[config.mk]
export PLATFORM = sky130hd
export DESIGN_NAME = chb2d_mul
export DESIGN_NICKNAME = d
export VERILOG_FILES = /design/src/sv/chebyshev_2d_clenshaw_eval_unit_macros.svh /design/src/sv/chb2d_pkg.sv /design/src/sv/chb2d_mul.sv
export SDC_FILE = /design/constraint.sdc
export NUM_CORES = 2
export LEC_CHECK = 0
export CELL_PAD_IN_SITES_DETAIL_PLACEMENT = 0
export CELL_PAD_IN_SITES_GLOBAL_PLACEMENT = 1
export CORE_ASPECT_RATIO = 0.8
export CORE_UTILIZATION = 56
export CTS_CLUSTER_DIAMETER = 80
export DETAILED_ROUTE_END_ITERATION = 8
export DONT_BUFFER_PORTS = 1
export PLACE_DENSITY = 0.87
export SLEW_MARGIN = 20
export SYNTH_ARGS = -nofsm -noshare
export SYNTH_HDL_FRONTEND = slang
export SYNTH_SLANG_ARGS = --single-unit
[constraint.sdc]
create_clock -name clk -period 16.3 [get_ports clk]
set_input_delay 1.63 -clock clk [delete_from_list [all_inputs] [get_ports clk]]
set_output_delay 1.63 -clock clk [all_outputs]
set_load 0.05 [all_outputs]
[src/sv/chebyshev_2d_clenshaw_eval_unit_macros.svh]
// Assertion macros for the Chebyshev 2D evaluator.
// Define NO_ASSERTIONS to compile the checks out.
`ifndef CHEBYSHEV_2D_CLENSHAW_EVAL_UNIT_MACROS_SVH
`define CHEBYSHEV_2D_CLENSHAW_EVAL_UNIT_MACROS_SVH

`ifndef NO_ASSERTIONS
// Check on every clock edge outside reset.
`define CHB_ASSERT(lbl, prop, msg) \
  lbl: assert property (@(posedge clk) disable iff (rst) prop) else $error(msg);
// Check on every clock edge, reset included.
`define CHB_ASSERT_ALWAYS(lbl, prop, msg) \
  lbl: assert property (@(posedge clk) prop) else $error(msg);
`else
`define CHB_ASSERT(lbl, prop, msg)
`define CHB_ASSERT_ALWAYS(lbl, prop, msg)
`endif

`endif

[src/sv/chb2d_pkg.sv]
`timescale 1ns / 1ps

package chb2d_pkg;

  localparam int DATA_W      = 32;
  localparam int FRAC_W      = 16;
  localparam int ACC_W       = 48;
  localparam int HALF_W      = ACC_W / 2;
  localparam int PROD_W      = 64;
  localparam int WIDE_W      = PROD_W + 2;
  localparam int MAX_ORDER_N = 32;
  localparam int MAX_ORDER_M = 32;
  localparam int ROW_W       = 5;
  localparam int COL_W       = 5;
  localparam int ADDR_W      = ROW_W + COL_W;
  localparam int ORDER_W     = 6;
  localparam int INV_W       = 31;
  localparam int MODE_W      = 2;
  localparam int CFG_IDX_W   = 3;
  localparam int IN_TDATA_W  = 112;
  localparam int OUT_TDATA_W = 40;

  // Largest product magnitude handed back by the multiplier
  localparam logic [PROD_W-1:0] CAP_MAG = PROD_W'(1) << (PROD_W - 2);

  typedef logic signed [DATA_W-1:0] data_t;
  typedef logic signed [ACC_W-1:0]  acc_t;
  typedef logic signed [PROD_W-1:0] prod_t;
  typedef logic signed [WIDE_W-1:0] wide_t;

  typedef enum logic [MODE_W-1:0] {
    MODE_FULL  = 2'd0,
    MODE_ROW_Y = 2'd1,
    MODE_COL_X = 2'd2,
    MODE_WRITE = 2'd3
  } mode_t;

  localparam logic [CFG_IDX_W-1:0] REG_ORDER_N    = 3'd0;
  localparam logic [CFG_IDX_W-1:0] REG_ORDER_M    = 3'd1;
  localparam logic [CFG_IDX_W-1:0] REG_MID_X      = 3'd2;
  localparam logic [CFG_IDX_W-1:0] REG_INV_HALF_X = 3'd3;
  localparam logic [CFG_IDX_W-1:0] REG_MID_Y      = 3'd4;
  localparam logic [CFG_IDX_W-1:0] REG_INV_HALF_Y = 3'd5;

  typedef struct packed {
    logic start;
    acc_t op_a;
    acc_t op_b;
  } mul_req_t;

  typedef struct packed {
    logic  done;
    prod_t product;
  } mul_rsp_t;

  // Clamp a wide sum to the internal accumulator range
  function automatic acc_t sat_acc(input wide_t v);
    acc_t r;
    if (v > wide_t'({1'b0, {(ACC_W-1){1'b1}}})) begin
      r = {1'b0, {(ACC_W-1){1'b1}}};
    end else if (v < -wide_t'({1'b0, {(ACC_W-1){1'b1}}}) - wide_t'(1)) begin
      r = {1'b1, {(ACC_W-1){1'b0}}};
    end else begin
      r = v[ACC_W-1:0];
    end
    return r;
  endfunction

  // Clamp an accumulator value to the output word range
  function automatic data_t sat_data(input acc_t v);
    data_t r;
    if (v > acc_t'({1'b0, {(DATA_W-1){1'b1}}})) begin
      r = {1'b0, {(DATA_W-1){1'b1}}};
    end else if (v < -acc_t'({1'b0, {(DATA_W-1){1'b1}}}) - acc_t'(1)) begin
      r = {1'b1, {(DATA_W-1){1'b0}}};
    end else begin
      r = v[DATA_W-1:0];
    end
    return r;
  endfunction

endpackage

[src/sv/chb2d_mul.sv]
`timescale 1ns / 1ps

// Sequential signed fractional multiplier: four 24x24 partial products,
// one per cycle, then scale, cap and sign.
module chb2d_mul
  import chb2d_pkg::*;
(
  input  logic     clk,
  input  logic     rst,
  input  mul_req_t req,
  output mul_rsp_t rsp
);

  localparam int FULL_W = 2 * ACC_W;
  localparam int QUOT_W = FULL_W - FRAC_W;

  logic [ACC_W-1:0]  mag_a;
  logic [ACC_W-1:0]  mag_b;
  logic              neg;
  logic [1:0]        sel;
  logic              issuing;
  logic [ACC_W-1:0]  pp;
  logic [1:0]        pp_sel;
  logic              pp_valid;
  logic              fin;
  logic [FULL_W-1:0] acc;
  logic [FULL_W-1:0] pp_shifted;
  logic [HALF_W-1:0] half_a;
  logic [HALF_W-1:0] half_b;
  logic [QUOT_W-1:0] quot;
  logic [PROD_W-1:0] mag_q;

  assign half_a = sel[0] ? mag_a[ACC_W-1:HALF_W] : mag_a[HALF_W-1:0];
  assign half_b = sel[1] ? mag_b[ACC_W-1:HALF_W] : mag_b[HALF_W-1:0];

  always_comb begin
    case (pp_sel)
      2'b00:   pp_shifted = FULL_W'(pp);
      2'b01:   pp_shifted = FULL_W'(pp) << HALF_W;
      2'b10:   pp_shifted = FULL_W'(pp) << HALF_W;
      2'b11:   pp_shifted = FULL_W'(pp) << ACC_W;
      default: pp_shifted = '0;
    endcase
  end

  assign quot  = acc[FULL_W-1:FRAC_W];
  assign mag_q = (quot > QUOT_W'(CAP_MAG)) ? CAP_MAG : quot[PROD_W-1:0];

  always_ff @(posedge clk) begin
    if (rst) begin
      issuing     <= 1'b0;
      pp_valid    <= 1'b0;
      fin         <= 1'b0;
      sel         <= '0;
      rsp.done    <= 1'b0;
      rsp.product <= '0;
    end else begin
      rsp.done <= 1'b0;
      if (req.start) begin
        mag_a    <= req.op_a[ACC_W-1] ? ACC_W'(-req.op_a) : ACC_W'(req.op_a);
        mag_b    <= req.op_b[ACC_W-1] ? ACC_W'(-req.op_b) : ACC_W'(req.op_b);
        neg      <= req.op_a[ACC_W-1] ^ req.op_b[ACC_W-1];
        acc      <= '0;
        sel      <= '0;
        issuing  <= 1'b1;
        pp_valid <= 1'b0;
        fin      <= 1'b0;
      end else begin
        if (issuing) begin
          pp       <= half_a * half_b;
          pp_sel   <= sel;
          pp_valid <= 1'b1;
          sel      <= sel + 2'd1;
          if (sel == 2'b11) begin
            issuing <= 1'b0;
          end
        end else begin
          pp_valid <= 1'b0;
        end
        if (pp_valid) begin
          acc <= acc + pp_shifted;
          if (pp_sel == 2'b11) begin
            fin <= 1'b1;
          end
        end
        if (fin) begin
          fin         <= 1'b0;
          rsp.done    <= 1'b1;
          rsp.product <= neg ? -prod_t'(mag_q) : prod_t'(mag_q);
        end
      end
    end
  end

endmodule

==> metrics.csv <==
stage,metric,value,unit
run_status,run status,finished clean,
clock_tree,worst-skew pair later-pin latency,0.59,ns
sta,setup TNS,0,ns
clock_tree,H-tree levels,2,
logic_synthesis,share of the synthesized area in the top cell type,0.246,
clock_tree,clock transition at the registers of the reported paths,0.06,ns
logic_synthesis,Syn Nets,5273,
global_routing,vias in the first global route,31200,
drt,Remaining DRCs,0,
logic_synthesis,"EDFF count, synth",243,
floorplan,Die Wd,298,microns
global_routing,largest net degree at the start of global routing,116,
placed_design,routability cong.,1.03,
placed_design,Placed Cells,5194,
logic_synthesis,Synth Register Bits,313,
drt,post-DR wirelength/cell,23.5,microns
drt,post-route ant nets,0,
placed_design,dpl hpwl,97.8,mm
finish,fin area,0.0416,sq mm
worst_setup_path,crit end category,register,
sta,Worst Tran Pin Value,1.12,ns
clock_tree,CTS tree,yes,
clock_tree,setup bufs post-CTS,0,
drt,Via density,6.13,
sta,final setup vio count,0,
global_routing,first-pass GRT wire length,187,mm
finish,most frequent cells in the layout,"612 x inv_1, 518 x nand2_1, 499 x nor2_1",
clock_tree,Clock Sink Count,313,
worst_setup_path,crit-path max FO,51,
floorplan,chip height,239,microns
global_routing,GRT Total Usage,0.347,
sta,Worst slew margin,0.231,
sta,period utilization,0.578,
clock_tree,number of CTS-inserted buffers,37,
logic_synthesis,synth unique cells,71,
floorplan,Initial Utilization,0.569,
worst_setup_path,Required @ worst endpoint,16.60,ns
clock_tree,clock root buffer,clkbuf_16,
logic_synthesis,"Top FF cell, synth",edfxtp_1,
drt,vias,32200,
finish,"most common cell after layout, fill and taps aside",inv_1,
global_routing,initial antenna violation count,4,
drt,DR pass1 iterations,6,
logic_synthesis,Mapped Cells,4416,
finish,fraction of layout cells with a size suffix above 1,0.0526,
clock_tree,CTS max path bufs,3,
sta,Final Skew,0.0395,ns
floorplan,die area,0.0714,sq mm
finish,number of fill cells,6096,
worst_setup_path,"Arr. time, crit path",9.72,ns
finish,synth-to-layout area growth,5.64,%
logic_synthesis,leading post-synthesis cells by cell area,"fa_1 25%, edfxtp_1 19%, ha_1 8.7%, inv_1 5.8%, nand2_1 4.9%",
floorplan,row count,86,
job,Max-Cap Viols,0,
logic_synthesis,"Async S/R FF share, synth",0,
global_routing,grt ovf,0,
finish,Multi-input gate area,0.0277,sq mm
worst_setup_path,CP Launch Type,register,
worst_setup_path,register-to-register path setup slack,6.88,ns
sta,"Hold Vio Cnt, Final",0,
worst_setup_path,kind of critical path,register to register,
worst_hold_path,HP Class,register to register,
floorplan,Top Ports,164,
logic_synthesis,share of the yosys chip area belonging to registers,0.221,
logic_synthesis,warnings from Yosys,0,
drt,drt total wl,123,mm
sta,worst hold slack,0.459,ns
logic_synthesis,syn avg cell area,8.92,sq um
floorplan,CORE AREA,0.0692,sq mm
sta,Peak Freq,106,MHz
finish,post-route insts no fill,5262,
sta,Max Transition Viols Final,0,
logic_synthesis,Mapped Area,0.0394,sq mm
finish,flip-flop and latch area,0.00870,sq mm
clock_tree,Resized cells post-CTS,0,
logic_synthesis,"area leader, netlist",fa_1,
sta,Final min period,9.42,ns
drt,DRT iter0 DRCs,3529,
sta,RSZ-0062 raised after global routing,false,
clock_tree,Post-CTS Hold Fix Bufs,0,
finish,nets,5166,
placed_design,port bufs,0,
placed_design,DP Area,0.0403,sq mm
## worst max-delay path: stages (launching register included)
cell	delay, ns
dfxtp_2	0.31
buf_4	0.60
mux2i_1	1.00
buf_4	0.34
nor2_1	0.08
fa_1	0.51
fa_1	0.53
inv_1	0.06
fa_1	0.52
fa_1	0.52
inv_1	0.05
fa_1	0.49
fa_1	0.56
inv_1	0.06
fa_1	0.53
inv_1	0.04
ha_1	0.36
a21oi_1	0.25
o2111ai_1	0.22
a221oi_1	0.33
o21ai_0	0.14
a31o_2	0.26
a221o_1	0.33
a21o_1	0.19
a21o_1	0.23
a31oi_1	0.29
a21oi_1	0.14
xor2_1	0.17
## synthesized netlist by cell type, drive strengths merged, types with 5 or more instances
library cell  count
dfxtp            70
a21o             53
nor2            501
and3             13
mux2i            50
nand2b           27
nand4            43
a31oi            21
o211ai           12
nand2           518
o21bai           44
o31ai            50
or3              30
nand3b            7
nor4             24
o21a              8
a31o              5
a21oi           207
o41ai            26
nor3             52
buf              14
xor2             46
a211oi           30
fa              483
clkbuf          193
xnor2           214
a22o             52
a22oi             7
and2             68
nand3            54
or4              32
ha              275
mux2             51
inv             612
edfxtp          243
a21boi            6
o221ai            5
a221oi            5
o21ai           170
o2111ai           7
nor2b            21
nor3b             6
or2              16
## state kept, by name, indices dropped and copies added, names as in the netlist
name and cells:
mag_a 48, pp_valid 1, pp 48, rsp 65
neg 1, sel 2, fin 1, mag_b 48
acc 96, issuing 1, pp_sel 2
## through the flow
stage / setup slack (ns) / util
6_report: 6.88 / 0.601
4_1_cts: 7.07 / 0.601
5_1_grt: 6.61 / 0.601
3_3_place_gp: 7.29 / 0.582
2_1_floorplan: 8.13 / -
3_5_place_dp: 7.10 / 0.583
## cell families after synthesis
kind of cell / share of synthesized area
AND/OR/NAND/NOR: 0.161
multiplexers: 0.0273
AO/OA/AOI/OAI: 0.122
adder cells (fa/ha/maj): 0.333
flip-flops: 0.221
XOR/XNOR: 0.0578
buffers and inverters: 0.0781
## final timing paths
path,startpoint,endpoint,depth (start not counted)
worst min register to register,pp_valid$_SDFF_PP0_,fin$_SDFF_PP0_,2
worst max register to register,sel[0]$_SDFFE_PP0P_,pp[46]$_DFFE_PP_,27
worst min-delay path,pp_valid$_SDFF_PP0_,fin$_SDFF_PP0_,2
worst max-delay path,sel[0]$_SDFFE_PP0P_,pp[46]$_DFFE_PP_,27
## layer usage
metal  wire length (microns)  share of wire  vias up  GRT usage
met4                    3040          0.025        4     0.0856
met1                   54200           0.44    15900      0.522
met2                   49400           0.40     1692      0.472
li1                        -              -    14400          -
met3                   16800           0.14      207      0.119
met5                      28        0.00023        -    0.00408
## area by class of cell
| type | count | share of cell area |
|---|---|---|
| diodes | 1 | 0.0000601 |
| clock buffers | 45 | 0.0242 |
| clock inverters | 22 | 0.00656 |
| inverters | 612 | 0.0552 |
| multi-input cells | 3284 | 0.666 |
| flip-flops and latches | 313 | 0.209 |
| well taps | 924 | 0.0278 |
| repair buffers | 61 | 0.0110 |
Power is not shown: default switching activity piles up to over one toggle a cycle in this logic, so the estimate is an artifact.
